### src/design/sfd_pkg.sv
`timescale 1ns / 1ps
// ----------------------------------------------------------------------------
// sfd_pkg
// Shared types and constants for the sync word frame deframer.
// ----------------------------------------------------------------------------
package sfd_pkg;

    localparam int          MAX_PAYLOAD        = 2048;
    localparam int          HEADER_BYTES_DFLT  = 8;
    localparam int          SYNC_LEN           = 2;
    localparam int          INFO_BYTES         = 5;
    localparam int          LEN_W              = 12;
    localparam int          INDEX_W            = 11;
    localparam int          INFO_W             = 8 * INFO_BYTES;

    localparam logic [7:0]  SYNC_FIRST         = 8'hA5;
    localparam logic [7:0]  SYNC_SECOND        = 8'h5A;
    localparam logic [7:0]  TYPE_RAW           = 8'h00;
    localparam logic [7:0]  TYPE_DELTA         = 8'h01;

    localparam logic        KIND_PAYLOAD       = 1'b0;
    localparam logic        KIND_DROP          = 1'b1;

    localparam logic [LEN_W-1:0] LEN_RAW_RST   = 12'd1024;
    localparam logic [LEN_W-1:0] LEN_DELTA_RST = 12'd512;

    typedef enum logic {
        REG_PAYLOAD_LEN_RAW   = 1'b0,
        REG_PAYLOAD_LEN_DELTA = 1'b1
    } cfg_index_t;

    typedef enum logic [1:0] {
        PH_HUNT1,
        PH_HUNT2,
        PH_HEADER,
        PH_PAYLOAD
    } phase_t;

    typedef struct packed {
        logic               kind;
        logic [7:0]         payload_byte;
        logic [7:0]         frame_type;
        logic [INFO_W-1:0]  frame_info;
        logic [INDEX_W-1:0] byte_index;
        logic               last;
    } sfd_result_t;

    function automatic logic [LEN_W-1:0] clamp_len(input logic [LEN_W-1:0] len);
        logic [LEN_W-1:0] res;
        res = len;
        if (32'(len) > MAX_PAYLOAD)
        begin
            res = LEN_W'(MAX_PAYLOAD);
        end
        return res;
    endfunction

endpackage

### src/design/sfd_parser.sv
`timescale 1ns / 1ps
// ----------------------------------------------------------------------------
// sfd_parser
// Sync hunt, header capture and payload tagging, one byte per cycle while in_fire is high.
// ----------------------------------------------------------------------------
module sfd_parser
    import sfd_pkg::*;
#(
    parameter int HEADER_BYTES = HEADER_BYTES_DFLT
)
(
    input  logic             clk,
    input  logic             rst_n,
    input  logic             in_fire,
    input  logic [7:0]       data_byte,
    input  logic [LEN_W-1:0] len_raw,
    input  logic [LEN_W-1:0] len_delta,
    output logic             res_valid,
    output sfd_result_t      res
);

    localparam int HDR_LEN = HEADER_BYTES - SYNC_LEN;
    localparam int HCW     = (HDR_LEN > 1) ? $clog2(HDR_LEN) : 1;

    phase_t                phase_reg, phase_next;
    logic [HCW-1:0]        header_count_reg, header_count_next;
    logic [7:0]            type_hold_reg, type_hold_next;
    logic [INFO_W-1:0]     info_hold_reg, info_hold_next;
    logic [INDEX_W-1:0]    payload_count_reg, payload_count_next;
    logic [LEN_W-1:0]      payload_target_reg, payload_target_next;

    logic                  header_done;
    logic [7:0]            type_cur;
    logic                  type_known;
    logic [LEN_W-1:0]      target_sel;
    logic                  payload_fin;

    always_comb
    begin
        header_done = (32'(header_count_reg) == HDR_LEN - 1);
        // the type byte itself when it is also the last header byte
        type_cur    = (header_count_reg == '0) ? data_byte : type_hold_reg;
        type_known  = (type_cur == TYPE_RAW) || (type_cur == TYPE_DELTA);
        target_sel  = clamp_len((type_cur == TYPE_RAW) ? len_raw : len_delta);
        payload_fin = ({1'b0, payload_count_reg} + 12'd1) >= payload_target_reg;
    end

    // next phase
    always_comb
    begin
        phase_next = phase_reg;
        if (in_fire)
        begin
            unique case (phase_reg)
                PH_HUNT1:
                begin
                    if (data_byte == SYNC_FIRST)
                    begin
                        phase_next = PH_HUNT2;
                    end
                end
                PH_HUNT2:
                begin
                    phase_next = (data_byte == SYNC_SECOND) ? PH_HEADER : PH_HUNT1;
                end
                PH_HEADER:
                begin
                    if (header_done)
                    begin
                        if (type_known && (target_sel != '0))
                        begin
                            phase_next = PH_PAYLOAD;
                        end
                        else
                        begin
                            phase_next = PH_HUNT1;
                        end
                    end
                end
                PH_PAYLOAD:
                begin
                    if (payload_fin)
                    begin
                        phase_next = PH_HUNT1;
                    end
                end
                default:
                begin
                    phase_next = PH_HUNT1;
                end
            endcase
        end
    end

    // datapath and result
    always_comb
    begin
        header_count_next   = header_count_reg;
        type_hold_next      = type_hold_reg;
        info_hold_next      = info_hold_reg;
        payload_count_next  = payload_count_reg;
        payload_target_next = payload_target_reg;
        res_valid           = 1'b0;
        res.kind            = KIND_PAYLOAD;
        res.payload_byte    = data_byte;
        res.frame_type      = type_hold_reg;
        res.frame_info      = info_hold_reg;
        res.byte_index      = payload_count_reg;
        res.last            = payload_fin;

        if (in_fire)
        begin
            unique case (phase_reg)
                PH_HUNT1:
                begin
                end
                PH_HUNT2:
                begin
                    if (data_byte == SYNC_SECOND)
                    begin
                        header_count_next = '0;
                        type_hold_next    = '0;
                        info_hold_next    = '0;
                    end
                end
                PH_HEADER:
                begin
                    if (header_count_reg == '0)
                    begin
                        type_hold_next = data_byte;
                    end
                    // bytes past the fifth info byte are ignored
                    for (int k = 0; k < INFO_BYTES; k++)
                    begin
                        if (32'(header_count_reg) == k + 1)
                        begin
                            info_hold_next[8*k +: 8] = data_byte;
                        end
                    end
                    header_count_next = header_count_reg + 1'b1;
                    if (header_done)
                    begin
                        header_count_next  = '0;
                        payload_count_next = '0;
                        if (type_known)
                        begin
                            payload_target_next = target_sel;
                        end
                        else
                        begin
                            res_valid        = 1'b1;
                            res.kind         = KIND_DROP;
                            res.payload_byte = '0;
                            res.frame_type   = type_hold_next;
                            res.frame_info   = info_hold_next;
                            res.byte_index   = '0;
                            res.last         = 1'b1;
                        end
                    end
                end
                PH_PAYLOAD:
                begin
                    res_valid          = 1'b1;
                    payload_count_next = payload_fin ? '0 : payload_count_reg + 1'b1;
                end
                default:
                begin
                end
            endcase
        end
    end

    always_ff @(posedge clk or negedge rst_n)
    begin
        if (!rst_n)
        begin
            phase_reg          <= PH_HUNT1;
            header_count_reg   <= '0;
            type_hold_reg      <= '0;
            info_hold_reg      <= '0;
            payload_count_reg  <= '0;
            payload_target_reg <= '0;
        end
        else
        begin
            phase_reg          <= phase_next;
            header_count_reg   <= header_count_next;
            type_hold_reg      <= type_hold_next;
            info_hold_reg      <= info_hold_next;
            payload_count_reg  <= payload_count_next;
            payload_target_reg <= payload_target_next;
        end
    end

endmodule

### src/design/sfd_out_skid.sv
`timescale 1ns / 1ps
// ----------------------------------------------------------------------------
// sfd_out_skid
// Result register with a skid stage so the input side keeps moving.
// ----------------------------------------------------------------------------
module sfd_out_skid
    import sfd_pkg::*;
(
    input  logic        clk,
    input  logic        rst_n,
    input  logic        res_valid,
    input  sfd_result_t res,
    output logic        accept_ok,
    output logic        out_valid,
    input  logic        out_ready,
    output sfd_result_t out_res
);

    logic        out_valid_reg, out_valid_next;
    logic        skid_valid_reg, skid_valid_next;
    sfd_result_t out_res_reg, out_res_next;
    sfd_result_t skid_res_reg, skid_res_next;
    logic        pop;

    always_comb
    begin
        pop             = out_valid_reg && out_ready;
        out_valid_next  = out_valid_reg;
        skid_valid_next = skid_valid_reg;
        out_res_next    = out_res_reg;
        skid_res_next   = skid_res_reg;
        if (skid_valid_reg)
        begin
            // no new result can arrive while the skid entry is held
            if (pop)
            begin
                out_res_next    = skid_res_reg;
                skid_valid_next = 1'b0;
            end
        end
        else if (res_valid)
        begin
            if (!out_valid_reg || pop)
            begin
                out_res_next   = res;
                out_valid_next = 1'b1;
            end
            else
            begin
                skid_res_next   = res;
                skid_valid_next = 1'b1;
            end
        end
        else if (pop)
        begin
            out_valid_next = 1'b0;
        end
    end

    always_ff @(posedge clk or negedge rst_n)
    begin
        if (!rst_n)
        begin
            out_valid_reg  <= 1'b0;
            skid_valid_reg <= 1'b0;
        end
        else
        begin
            out_valid_reg  <= out_valid_next;
            skid_valid_reg <= skid_valid_next;
        end
    end

    always_ff @(posedge clk)
    begin
        out_res_reg  <= out_res_next;
        skid_res_reg <= skid_res_next;
    end

    assign accept_ok = !skid_valid_reg;
    assign out_valid = out_valid_reg;
    assign out_res   = out_res_reg;

endmodule

### src/design/sync_word_frame_deframer.sv
`timescale 1ns / 1ps
// ----------------------------------------------------------------------------
// sync_word_frame_deframer
// Hunts for the A5 5A sync word, captures the header and tags every payload
// byte with type, info, index and last; unknown types yield one drop result.
// ----------------------------------------------------------------------------
//  channel   direction  handshake              payload
//  in        input      in_valid / in_ready    data_byte
//  out       output     out_valid / out_ready  kind, payload_byte, frame_type,
//                                              frame_info, byte_index, last
//  cfg       input      cfg_write              cfg_index, cfg_data
//
//  one byte per cycle while in_ready is high; each result is registered before it reaches the output
//  the result register plus one skid entry hold results during output stalls;
//  in_ready drops only while the skid entry is occupied
//  reset clears the hunt state and loads lengths 1024 and 512
// ----------------------------------------------------------------------------
module sync_word_frame_deframer
    import sfd_pkg::*;
#(
    parameter int HEADER_BYTES = HEADER_BYTES_DFLT
)
(
    input  logic               clk,
    input  logic               rst_n,
    input  logic               in_valid,
    output logic               in_ready,
    input  logic [7:0]         data_byte,
    output logic               out_valid,
    input  logic               out_ready,
    output logic               kind,
    output logic [7:0]         payload_byte,
    output logic [7:0]         frame_type,
    output logic [INFO_W-1:0]  frame_info,
    output logic [INDEX_W-1:0] byte_index,
    output logic               last,
    input  logic               cfg_write,
    input  cfg_index_t         cfg_index,
    input  logic [LEN_W-1:0]   cfg_data
);

    logic [LEN_W-1:0] len_raw_reg;
    logic [LEN_W-1:0] len_delta_reg;
    logic             in_fire;
    logic             res_valid;
    sfd_result_t      res;
    sfd_result_t      out_res;

    always_ff @(posedge clk or negedge rst_n)
    begin
        if (!rst_n)
        begin
            len_raw_reg   <= LEN_RAW_RST;
            len_delta_reg <= LEN_DELTA_RST;
        end
        else if (cfg_write)
        begin
            unique case (cfg_index)
                REG_PAYLOAD_LEN_RAW:   len_raw_reg   <= cfg_data;
                REG_PAYLOAD_LEN_DELTA: len_delta_reg <= cfg_data;
                default:
                begin
                end
            endcase
        end
    end

    assign in_fire = in_valid && in_ready;

    sfd_parser #(
        .HEADER_BYTES (HEADER_BYTES)
    ) u_parser (
        .clk       (clk),
        .rst_n     (rst_n),
        .in_fire   (in_fire),
        .data_byte (data_byte),
        .len_raw   (len_raw_reg),
        .len_delta (len_delta_reg),
        .res_valid (res_valid),
        .res       (res)
    );

    sfd_out_skid u_out (
        .clk       (clk),
        .rst_n     (rst_n),
        .res_valid (res_valid),
        .res       (res),
        .accept_ok (in_ready),
        .out_valid (out_valid),
        .out_ready (out_ready),
        .out_res   (out_res)
    );

    assign kind         = out_res.kind;
    assign payload_byte = out_res.payload_byte;
    assign frame_type   = out_res.frame_type;
    assign frame_info   = out_res.frame_info;
    assign byte_index   = out_res.byte_index;
    assign last         = out_res.last;

endmodule
### config.mk
export PLATFORM = sky130hd
export DESIGN_NAME = sync_word_frame_deframer
export DESIGN_NICKNAME = d
export VERILOG_FILES = /design/src/design/sfd_pkg.sv /design/src/design/sfd_parser.sv /design/src/design/sfd_out_skid.sv /design/src/design/sync_word_frame_deframer.sv
export SDC_FILE = /design/constraint.sdc
export NUM_CORES = 1
export LEC_CHECK = 0
export BUFFER_PORTS_ARGS = -buffer_cell sky130_fd_sc_hd__buf_2
export CAP_MARGIN = 5
export CORE_MARGIN = 2
export CORE_UTILIZATION = 25
export CTS_CLUSTER_DIAMETER = 40
export DETAILED_ROUTE_END_ITERATION = 16
export PLACE_DENSITY_LB_ADDON = 0.25
export SLEW_MARGIN = 20
export SYNTH_ARGS = -nofsm -noshare
export SYNTH_HDL_FRONTEND = slang
export SYNTH_HIERARCHICAL = 1
export SYNTH_SLANG_ARGS = --single-unit
### constraint.sdc
create_clock -name clk -period 23.7 [get_ports clk]
set_clock_uncertainty 0.2 [all_clocks]
set_input_delay 1.185 -clock clk [delete_from_list [all_inputs] [get_ports clk]]
set_output_delay 1.185 -clock clk [all_outputs]
set_load 0.02 [all_outputs]
==> results.txt, run 1 <==
- Largest fanout on the critical path: around 70
- The floorplan step set the die height to between 200 and 250 um.
- Critical Path, Cell by Cell: buf_2, nor3_1, nand3_1, o21ai_1, nor2_1, nor2_1, nor2_1, nor4bb_4, buf_4
- The worst hold path belongs to the class reg -> reg.
- Measured on the finished design, the core utilization comes to around 30%.
- No sink is reached through more buffers than the 3 on the longest clock path.
- Maximum number of pins on one net before global-route repair: 84
- After clock tree synthesis, the setup repair step added 0 buffers.
- After clock tree synthesis, the clock-pin slew on the worst setup and hold paths is approximately 0.050 ns.
- Number of slew-limit violations in the final report: 0
- In this run the static leakage power is around 0.0051 uW.
- Gate Count Post-Synth: 701
* Slowest Stage Delay on Critical Path: about 0.73 ns
- Among the stages of the critical path, the cell type that occurs most often is nor2_1.
* Transition at the pin with the smallest max-transition slack: around 1.0 ns
- For this design, the sink count on the clock tree is 240.
* Clock latency on the worst-skew pair: just over 0.5 ns
- The kind of cell with the highest combined delay along the critical path is simple AND/OR/NAND/NOR gates.
- In this run the tightest slew margin relative to its limit is about a third.
- EDFF count, synth: 138
- The clock period could shrink to 3.64 ns.
- Pwr/cell area: 121 nW/um^2
* Setup Crit Path Kind: in -> reg
* Min-Delay Path Depth: 2
* Vias in the first global route: slightly above 6000
* Area growth from synthesis to layout: 20.0%
- Cell with the biggest individual delay on the critical path: buf_4
* Yosys warnings: 6
* Start point of the worst min-delay path: u_parser/payload_target_reg[4]
- Setup violations remaining at the end of the flow were counted as 0.
- The multi-input combinational cells in the finished layout cover a total of 3260 um^2.
- The first global-routing pass estimated ~38000 um of wire.
- The worst setup path is launched from a primary input.
* Number of antenna violations at the first check in global routing: 1
* Async SR Flop Fraction: between 40% and 50%
* Routed wire per std cell: roughly 18 um
- Summed over all nets, the half-perimeter wirelength after detailed placement is roughly 15000 um.
- For hold timing, the worst endpoint is u_parser/payload_target_reg[4].
- In this run, CTS created clock tree buffers numbering 37.
- In the final design database the tool counted 812 nets.
* Maximum vdd drop: between 40 and 50 uV
- Most used DFF post-synth: edfxtp_1
- The final critical path takes up approximately 15% of the cycle.
- Average vias per placed instance: ~4.4
* Final hold vios: 0
- Min Hold Slack: between 0.2 and 0.3 ns
- The worst register-to-register path ends at u_out/out_res[0].
* Grt ovf: 0
* CP Data Arrival Time: 3.56 ns
* Ant diodes: 0
* Critical path buffer and inverter count: 2
- Fraction of final layout cells with drive strength greater than 1: 31.3%
* Width of the die: approximately 210 um
* Core ar.: ~41000 um^2
- Each instance of the synthesized netlist takes up on average around 15 um^2.
* RSZ-0062 raised after global routing: false
* Worst reg2reg path depth: 13
- Worst EP required: roughly 24 ns
- Standard-cell row count: 74
- Register bit count reported by yosys: 240
- The clock tree synthesis step divided the H-tree into 2 levels.
- The share of the Yosys chip area taken by registers is 64.8%.
* TritonCTS clock tree: yes
- In this run the critical register-to-register path is launched from u_parser/payload_count_reg[0].
- Synthesis instantiated 59 different standard cells from the library.
* DRC: 0
- Flip-flop and latch area: about 6700 um^2
- The number of nets handed over by synthesis was 741.
- Post-route ant nets: 0
* Total of hold buffers inserted after clock tree synthesis: 0
* Drt first pass iters: 4
* Root buffer cell: clkbuf_16
- The flow ran to the end, and the final reports show no timing, DRC or antenna violations.
* Logic depth of the worst setup path including buffers: 9
- After filler insertion, the fill cell instance count of the layout stands at 4067.
- The detailed router finished its first iteration with ~290 violations.
* Total via count after detailed routing: around 6000
* Floorplan die area: 43000 um^2
* Max-cap violations: 0
* Gpl congestion: 0.717
* FMAX: between 200 and 300 MHz
- In the final timing run, aggregate negative setup slack is 0 ns.
- GRT Util Overall: 11.0%
- IO Port Bufs: 96
* Number of cells upsized or downsized after cts: 0
- Initial Utilization: between 20% and 30%
* Setup crit end kind: flip-flop
* Reg2Reg Setup Slack: just over 20 ns
- Post-synth design cell area: 10300 um^2
- In this run the count of I/O pins placed on the die edge is 97.
* Final wirelength: around 24000 um
==> stage by stage <==
step	setup WS, ns	area (um^2)	std cells	total power (uW)
2_1_floorplan	14.50	10300	701	893
4_1_cts	20.03	12400	1330	1530
5_1_grt	19.68	12400	1330	1590
3_5_place_dp	19.52	11200	1265	989
6_report	20.06	12400	1330	1500
3_3_place_gp	19.40	11200	1265	989
==> worst min-delay path, cell delays in order (launching register included) <==
cell and delay (ns):
dfrtp_1 0.34, nand2_1 0.05, o31ai_1 0.05
==> layer usage <==
layer	vias to the layer above	track usage, %	part of all wire, %	wire length [um]
li1	2773	-	-	-
met1	2947	16.3	51	12000
met2	139	16.0	43	10200
met3	33	2.33	4.6	1090
met4	2	3.45	1.9	445
met5	-	0	0.055	13
==> worst max-delay path by stage <==
stage                                        from                     end  slack (ns)
CTS                                  data_byte[7]  u_out/skid_res_reg[32]       20.03
detailed placement                   data_byte[7]  u_out/skid_res_reg[32]       19.52
floorplan                            data_byte[2]   u_out/skid_res_reg[0]       14.50
global placement                         in_valid       u_out/out_res[50]       19.40
global route        u_parser/payload_count_reg[0]        u_out/out_res[0]       19.68
finish                               data_byte[7]  u_out/skid_res_reg[59]       20.06
==> cells in the final DEF (no fill, tap or decap), types with 3 or more instances in the layout <==
cell,count
clkbuf_16,37
mux2_2,60
edfxtp_1,138
buf_2,95
mux2_1,40
nand2b_1,5
mux2_4,11
clkinv_4,3
nor3_1,10
o21ai_0,9
nor4_1,5
ha_1,14
nor2b_1,3
nand2_1,22
inv_1,13
dfrtp_1,99
clkinvlp_4,3
and3_1,10
buf_4,4
nor2_1,13
mux2i_1,11
o21ai_1,8
xnor2_1,5
clkbuf_1,3
and2_1,22
a21oi_1,7
o31ai_1,12
a22o_1,58
clkbuf_8,3
inv_6,9
xor2_1,4
a21o_1,5
nand3_1,12
clkinv_2,3
==> area by class of cell <==
class | count | share of cell area (%)
clock buffer | 43 | 7.89
clock inverter | 22 | 1.82
inverter | 14 | 0.424
multi-input combinational | 379 | 26.3
sequential | 240 | 54.1
tap | 532 | 5.37
timing repair buffer | 100 | 4.17
==> synthesized netlist by cell type, types with 2 or more instances <==
| library cell | number | area [um^2] |
|---|---|---|
| o31ai_1 | 12 | 90.1 |
| buf_1 | 2 | 7.51 |
| a22o_1 | 58 | 508 |
| nor2_1 | 13 | 48.8 |
| nor2_4 | 2 | 22.5 |
| a21oi_1 | 7 | 35.0 |
| a21boi_0 | 2 | 15.0 |
| nand3_1 | 12 | 60.1 |
| nor4_1 | 5 | 31.3 |
| nand2_1 | 22 | 82.6 |
| xnor2_1 | 5 | 43.8 |
| edfxtp_1 | 138 | 4140 |
| clkbuf_1 | 44 | 165 |
| inv_1 | 13 | 48.8 |
| nand2_2 | 2 | 12.5 |
| nand4b_1 | 2 | 17.5 |
| mux2_1 | 40 | 450 |
| xor2_1 | 4 | 35.0 |
| dfstp_2 | 2 | 52.6 |
| mux2_4 | 11 | 165 |
| ha_1 | 14 | 175 |
| nand2b_1 | 6 | 37.5 |
| o21ai_0 | 9 | 45.0 |
| o21ai_1 | 8 | 40.0 |
| mux2i_1 | 11 | 110 |
| a31oi_1 | 2 | 12.5 |
| nor3_1 | 10 | 50.1 |
| nor2b_1 | 3 | 18.8 |
| buf_2 | 10 | 50.1 |
| buf_4 | 3 | 22.5 |
| nor4bb_1 | 2 | 20.0 |
| mux2_2 | 60 | 676 |
| dfrtp_1 | 100 | 2500 |
| and2_1 | 22 | 138 |
| buf_6 | 8 | 90.1 |
| and3_1 | 10 | 62.6 |
| a21o_1 | 5 | 37.5 |
==> power by group <==
group	internal, uW	switching [uW]	total (uW)
Sequential	559	60.1	619
Combinational	154	203	356
Clock	324	201	525
==> logic make-up (layout without fill, tap and decap cells) <==
family	Yosys count	count (layout)	synth area share [%]
simple gates	120	120	6.73
buf+inv	82	179	3.89
xor+xnor	9	9	0.763
mux	122	122	13.6
fa+ha+maj	14	14	1.70
compound gates	114	114	8.54
flops	240	240	64.8
Power figures use the tool's default switching activity.
==> run 2: changes to the inputs <==
==> constraint.sdc (replaced) <==
create_clock -name clk -period 3 [get_ports clk]
set_clock_uncertainty 0.2 [all_clocks]
set_input_delay 0.15 -clock clk [delete_from_list [all_inputs] [get_ports clk]]
set_output_delay 0.15 -clock clk [all_outputs]
set_load 0.02 [all_outputs]
==> run 2 against run 1 <==
The flow now finishes with violations (negative setup slack); clock-buffer cell count up 9; flip-flop and latch count did not move; final area is 6.8% higher; register-to-register slack got worse by 20 ns; setup slack worse by 20 ns; sequential share of layout area shrank 3.4 points; largest power group unchanged.
==> results.txt, run 2 (same netlist as run 1, synthesis figures left out) <==
- The total congestion overflow came to 0 (unchanged).
* IO Port Bufs: 96 (unchanged)
* Area growth from synthesis to layout: 28.1% (was 20.0%)
* Kind of path behind the tightest hold check: in -> async (was reg -> reg)
- The final instance count without filler cells is 1404 (was 1330).
- Period utilisation layout: 102%
- Total via count after detailed routing: 6135 (was 5894)
- The static leakage power was 0.00551 uW (was 0.00511 uW).
- Height of the chip: 207 um (unchanged)
* Worst EP required: 3.19 ns (was 23.62 ns)
- The cell area after layout came to 13200 um^2 (was 12400 um^2).
- Drt first pass iters: 7 (was 4)
* GRT Util Overall: 11.3% (was 11.0%)
- The transition at the pin with the smallest max-transition slack is 0.970 ns (was 1.03 ns).
- Critical Path Source Type: flip-flop (was primary input)
* Most common cell after layout, fill and taps aside: edfxtp_1 (unchanged)
* Final wirelength: 24900 um (was 23800 um)
- Setup Crit Path Kind: reg -> reg (was in -> reg)
- Highest-utilization routing layer at the global route stage: met1 (unchanged)
- The count of endpoints failing hold in the final timing report came to 0 (unchanged).
* GR Layer Usage met3: 2.59% (was 2.33%)
- DRC: 0 (unchanged)
- The clock root buffer was clkbuf_16 (unchanged).
- The worst slack on hold paths was 0.00975 ns (was 0.274 ns).
* Critical Path, Cell by Cell: ha_2, and3_4, and3_4, nand3_2, xnor2_2, ha_1, o21ai_0, o31ai_1, o311a_1, buf_12, nor2_4, mux2_2 (was buf_2, nor3_1, nand3_1, o21ai_1, nor2_1, nor2_1, nor2_1, nor4bb_4, buf_4)
* Headroom to the max-slew limit: 35.2% (was 31.6%)
- Post-placement worst setup slack: -0.220 ns (was 19.52 ns)
- Slowest Stage Delay on Critical Path: 0.40 ns (was 0.73 ns)
- The TritonCTS sink count was 240 (unchanged).
* Post-CTS clock slew at the launch and capture registers of the worst setup and hold paths: 0.05 ns (about the same)
* Pwr/cell area: 928 nW/um^2 (was 121 nW/um^2)
- First-pass GRT wire length: 38600 um (was 37700 um)
- The number of fill cells is 4027 (was 4067).
* CP Data Arrival Time: 3.26 ns (was 3.56 ns)
- Derived from the worst setup path, the maximum achievable clock frequency is approximately 330 MHz.
* Met1 global-route usage: 16.8% (was 16.3%)
- The share of layout cells above drive strength 1 was 36.2% (was 31.3%).
- The cell with the biggest individual delay on the critical path is dfrtp_1 (was buf_4).
- The post-route antenna net violation count came to 0 (unchanged).
* Global routing met2 resource utilization: 16.2% (was 16.0%)
- The placed standard-cell area was 11500 um^2 (was 11200 um^2).
* Highest-count cells in the layout ignoring fill and taps: edfxtp_1 (138), dfrtp_1 (99), buf_2 (95), mux2_2 (59), a22o_1 (58) (was edfxtp_1 (138), dfrtp_1 (99), buf_2 (95), mux2_2 (60), a22o_1 (58))
* Flip-flop and latch area: 6700 um^2 (unchanged)
* Core ar.: 40800 um^2 (unchanged)
- Setup crit end kind: flip-flop (unchanged)
- Initial Utilization: 25.3% (unchanged)
- Average vias per placed instance: 4.37 (was 4.43)
- The via count of the first global-routing pass came to 6307 (was 6142).
- The peak fanout along the critical path came to 5 (was 69).
* Number of antenna violations at the first check in global routing: 1 (unchanged)
- The total of max-cap violations was 0 (unchanged).
- The most prevalent standard cell on the critical path was and3_4 (was nor2_1).
- Maximum root-to-sink buffer count: 3 (unchanged)
* Time the final worst path needs with I/O delays and setup: 3.07 ns
* Maximum number of pins on one net before global-route repair: 70 (was 84)
* Routed wire per std cell: 17.7 um (was 17.9 um)
* Placed Cells incl. Taps: 1296 (was 1265)
* Num CTS Buffers: 38 (was 37)
* Clock latency on the worst-skew pair: 0.51 ns (about the same)
* Gpl congestion: 0.743 (was 0.717)
- The checks that failed: negative setup slack.
- Number of levels the H-tree was split into: 2 (unchanged)
- The worst reg2reg path depth came to 12 (was 13).
* Worst-case setup margin in the final layout: -0.0702 ns (was 20.06 ns)
- The maximum vdd ir drop is 319 uV (was 43.1 uV).
- The area of the die was 43000 um^2 (unchanged).
* Result of the run: finished with violations (was finished clean)
- The area taken by multi-input logic gates came to 3410 um^2 (was 3260 um^2).
* RSZ-0062 raised after global routing: true (was false)
* Standard-cell row count: 74 (unchanged)
- The I/O pin count is 97 (unchanged).
- TritonCTS clock tree: yes (unchanged)
* Width of the die: 207 um (unchanged)
- Final nets: 881 (was 812)
- The number of DRC violations after detailed-routing iteration 0 came to 337 (was 293).
- Estimated wirelength of the detail-placed design: 15900 um (was 15400 um)
- Number of slew-limit violations in the final report: 0 (unchanged)
- Final count of negative-setup-slack endpoints: 8 (was 0)
## run 2: worst paths after layout
path	from	end	slack, ns
max in group asynchronous	rst_n	len_delta_reg[9]	2.16
min in group clk	in_valid	u_parser/phase_reg[0]	0.10
setup reg to reg	u_parser/payload_count_reg[1]	u_parser/payload_count_reg[0]	-0.07
setup / recovery	u_parser/payload_count_reg[1]	u_parser/payload_count_reg[0]	-0.07
hold reg to reg	u_parser/payload_target_reg[1]	u_parser/payload_target_reg[1]	0.27
hold / removal	rst_n	u_parser/info_hold_reg[0]	0.01
## run 2: worst max-delay path: cells and delay by family, from the launching register on
| kind | cells | cell delay (ns) |
|---|---|---|
| flip-flops | 1 | 0.40 |
| AND/OR/NAND/NOR | 4 | 0.58 |
| XOR/XNOR | 1 | 0.18 |
| multiplexers | 1 | 0.26 |
| AO/OA/AOI/OAI | 3 | 0.69 |
| buffers and inverters | 1 | 0.16 |
| adder cells (fa/ha/maj) | 2 | 0.48 |
## run 2: area by class of cell
class / instances / share of cell area [%]
antenna: 2 / 0.0378
tap: 532 / 5.03
clock buffer: 52 / 8.20
inverter: 14 / 0.416
clock inverter: 17 / 1.29
multi-input combinational: 381 / 25.8
timing repair buffer: 166 / 8.62
sequential: 240 / 50.6
## run 2: report_power, final
| part | internal (uW) | switching, uW | total (uW) | leakage (uW) |
|---|---|---|---|---|
| clock network | 2720 | 1530 | 4250 | 0.000602 |
| registers | 4410 | 408 | 4820 | 0.00259 |
| logic | 1440 | 1760 | 3210 | 0.00231 |
| total | 8580 | 3700 | 12300 | 0.00551 |
## run 2: metrics by stage
stage / TNS [ns] / utilization (%) / power (uW)
4_1_cts: -0.0288 / 32.1 / 12400
6_report: -0.342 / 32.4 / 12300
3_3_place_gp: -0.351 / 28.2 / 7950
2_1_floorplan: -74.95 / - / 7100
5_1_grt: -4.77 / 32.4 / 13000
3_5_place_dp: -1.30 / 28.2 / 7960
## run 2: metal layers
metal	routed length (um)	vias to the layer above	share of wire, %
met5	0	-	0
met4	533	0	2.1
met3	1220	40	4.9
met2	10500	146	42
met1	12600	3042	51
li1	-	2907	-
## run 2: repair_timing
action | in CTS | in global routing
hold endpoints to repair | 176 | 0
buffers inserted | 2 | 5
cloned | 0 | 3
hold buffers | 27 | 0
pin swaps | 9 | 7
setup endpoints to repair | 14 | 89
resized for setup | 12 | 11
==> run 3: changes to the inputs <==
--- a/config.mk
+++ b/config.mk
@@ -11,9 +11,10 @@
 export CORE_UTILIZATION = 25
 export CTS_CLUSTER_DIAMETER = 40
 export DETAILED_ROUTE_END_ITERATION = 16
-export PLACE_DENSITY_LB_ADDON = 0.25
+export PLACE_DENSITY = 0.48
 export SLEW_MARGIN = 20
 export SYNTH_ARGS = -nofsm -noshare
 export SYNTH_HDL_FRONTEND = slang
 export SYNTH_HIERARCHICAL = 1
 export SYNTH_SLANG_ARGS = --single-unit
+export TNS_END_PERCENT = 5
==> run 3 against run 2 <==
The flow still finishes with violations (negative setup slack); flip-flop and latch count unchanged; cell count up 0.50%; non-clock buffer count up 9; total power grew 1.6%; sequential power barely moved; wire length increased by 1.6%; largest power group unchanged.
==> results.txt, run 3 (same netlist as run 1, synthesis figures left out) <==
- Leakage power: 0.00561 uW (was 0.00551 uW)
* Boundary Pins: 97 (unchanged)
- The path with the worst hold slack has its endpoint at u_parser/phase_reg[0].
- The wire length of the first global-routing pass was 39600 um (was 38600 um).
* Count of fill cells added during filler insertion: 4018 (was 4027)
* Number of slew-limit violations in the final report: 0 (unchanged)
- Highest-count cells in the layout ignoring fill and taps: edfxtp_1 (138), dfrtp_1 (99), buf_2 (95), mux2_2 (60), a22o_1 (58) (was edfxtp_1 (138), dfrtp_1 (99), buf_2 (95), mux2_2 (59), a22o_1 (58)).
* Worst-case setup margin in the final layout: -0.0289 ns (was -0.0702 ns)
- The area taken by flip-flops and latches was 6700 um^2 (unchanged).
- Initial Utilization: 25.3% (unchanged)
- The pre-CTS worst setup slack is -0.283 ns (was -0.220 ns).
* Worst reg2reg path depth: 13 (was 12)
- The beginning of the worst register-to-register path was u_parser/payload_count_reg[1] (unchanged).
- FMAX: 330 MHz (was 326 MHz)
- The wire length reported by the detailed router was 25200 um (was 24900 um).
- The signal arrival time at the worst endpoint is 3.09 ns (was 3.26 ns).
* Time the final worst path needs with I/O delays and setup: 3.03 ns (was 3.07 ns)
* Number of levels the H-tree was split into: 2 (unchanged)
- Width of the die: 207 um (unchanged)
- Standard-cell row count: 74 (unchanged)
- GRT Util Overall: 11.7% (was 11.3%)
- Violations in the final reports: negative setup slack (unchanged)
- Final nets: 890 (was 881)
* Setup crit end kind: flip-flop (unchanged)
- The count of endpoints failing hold in the final timing report came to 0 (unchanged).
- Min Hold Slack: 0.0837 ns (was 0.00975 ns)
* Maximum root-to-sink buffer count: 3 (unchanged)
- The pin count of the biggest net entering global routing was 56 (was 70).
* Largest fanout on the critical path: 5 (unchanged)
- The placed standard-cell area came to 11500 um^2 (about the same).
- Transition at the pin with the smallest max-transition slack: 0.988 ns (was 0.970 ns)
- The kind of critical path is reg -> reg (unchanged).
- Vias in the first global route: 6472 (was 6307)
* Period utilisation layout: 101% (was 102%)
- Estimated wirelength of the detail-placed design: 15900 um (about the same)
- Height of the chip: 207 um (unchanged)
- The area growth from synthesis to final layout is 30.2% (was 28.1%).
- RSZ-0062 raised after global routing: true (unchanged).
* Result of the run: finished with violations (unchanged)
- Num CTS Buffers: 39 (was 38)
* IO Port Bufs: 96 (unchanged)
* Post-route ant nets: 0 (unchanged)
* Gpl congestion: 0.770 (was 0.743)
* Finished Cell Area: 13500 um^2 (was 13200 um^2)
- The share of layout cells above drive strength 1 was 37.9% (was 36.2%).
- Reg2Reg Setup Slack: -0.03 ns (was -0.07 ns)
- The CTS clock-pin slew for the worst setup and hold paths is 0.05 ns (about the same).
* Start point of the worst min-delay path: in_valid
- The detailed-router iteration count before antenna repair came to 4 (was 7).
- Most common cell after layout, fill and taps aside: edfxtp_1 (unchanged)
- Ant diodes: 0 (was 2)
- Headroom to the max-slew limit: 33.9% (was 35.2%)
* Root buffer cell: clkbuf_16 (unchanged)
* Pwr/cell area: 927 nW/um^2 (was 928 nW/um^2)
- The fraction of the core area covered by cells at the end of the flow is 32.9% (was 32.4%).
- Max-cap violations: 0 (unchanged)
* Core ar.: 40800 um^2 (unchanged)
- Area occupied by multi-input gates: 3540 um^2 (was 3410 um^2)
* Initial drt markers: 345 (was 337)
- The DRC violation count after routing came to 0 (unchanged).
* Critical Path Source Type: flip-flop (unchanged)
- The total number of vias came to 6181 (was 6135).
* Worst EP required: 3.06 ns (was 3.19 ns)
- The TritonCTS sink count came to 240 (unchanged).
- The maximum vdd ir drop came to 341 uV (was 319 uV).
- TritonCTS clock tree: yes (unchanged)
- The number of antenna violations at the first check in global routing is 0 (was 1).
- Final count of negative-setup-slack endpoints: 1 (was 8)
- Floorplan die area: 43000 um^2 (unchanged)
* Kind of path behind the tightest hold check: in -> reg (was in -> async)
* Endpoint of the worst-slack reg-to-reg timing path: u_out/out_res[0] (was u_parser/payload_count_reg[0])
- Grt ovf: 0 (unchanged)
- The average vias per placed instance came to 4.38 (was 4.37).
- The later-pin clock latency in the skew report was 0.51 ns (about the same).
* Min-Delay Path Depth: 4
- The average wire per standard cell came to 17.9 um (was 17.7 um).
## run 3: final cells by class
| cell class | count | area share [%] |
|---|---|---|
| clock buffer | 50 | 8.26 |
| sequential | 240 | 49.8 |
| inverter | 14 | 0.409 |
| tap | 532 | 4.95 |
| clock inverter | 20 | 1.38 |
| timing repair buffer | 175 | 8.88 |
| multi-input combinational | 380 | 26.3 |
## run 3: repair_timing
item,in CTS,in global routing
setup buffers,5,10
endpoints found under the hold margin,178,0
hold buffers,27,0
gates cloned,1,0
pin swaps,8,14
resized for setup,20,23
endpoints found under the setup margin,15,54
## run 3: how the worst max path moves through the flow
stage / from / end / slack, ns
2_1_floorplan: u_parser/header_count_reg[1] / u_out/skid_res_reg[0] / -1.09
6_report: u_parser/payload_count_reg[1] / u_out/out_res[0] / -0.03
4_1_cts: u_parser/payload_count_reg[1] / u_out/out_res[0] / -0.03
3_5_place_dp: u_parser/payload_count_reg[1] / u_parser/payload_count_reg[0] / -0.28
5_1_grt: u_parser/payload_count_reg[1] / u_out/out_res[0] / -0.17
3_3_place_gp: u_parser/payload_count_reg[1] / u_parser/payload_count_reg[0] / -0.14
## run 3: per-stage QoR
stage	power, uW	TNS, ns	cells
after global placement	7890	-1.02	1298
after CTS	12500	-0.136	1401
after detailed placement	7920	-2.94	1298
final	12500	-0.0289	1411
after floorplan	7090	-103.46	701
after global routing	13200	-1.41	1411
## run 3: critical path: stages, from the launching register on
cell      delay (ns)
dfrtp_1         0.39
nand3_2         0.09
nor2_1          0.11
buf_4           0.15
nand3_4         0.10
xnor2_4         0.21
ha_4            0.23
a211o_1         0.34
a221oi_4        0.23
nor3_2          0.07
a21o_1          0.19
a21oi_2         0.12
nand2_1         0.08
mux2_2          0.27
## run 3: power breakdown
part / leakage (uW) / internal (uW) / switching [uW]
Combinational: 0.00238 / 1480 / 1820
Sequential: 0.00259 / 4410 / 412
Clock: 0.000632 / 2800 / 1550
Total: 0.00561 / 8690 / 3780
## run 3: routing by layer
metal / vias to the layer above / part of all wire, % / global-route usage [%]
met1: 3102 / 49 / 16.8
met5: - / 0 / 0
met3: 35 / 4.4 / 2.60
met4: 0 / 2.1 / 3.97
li1: 2923 / - / -
met2: 121 / 44 / 17.4
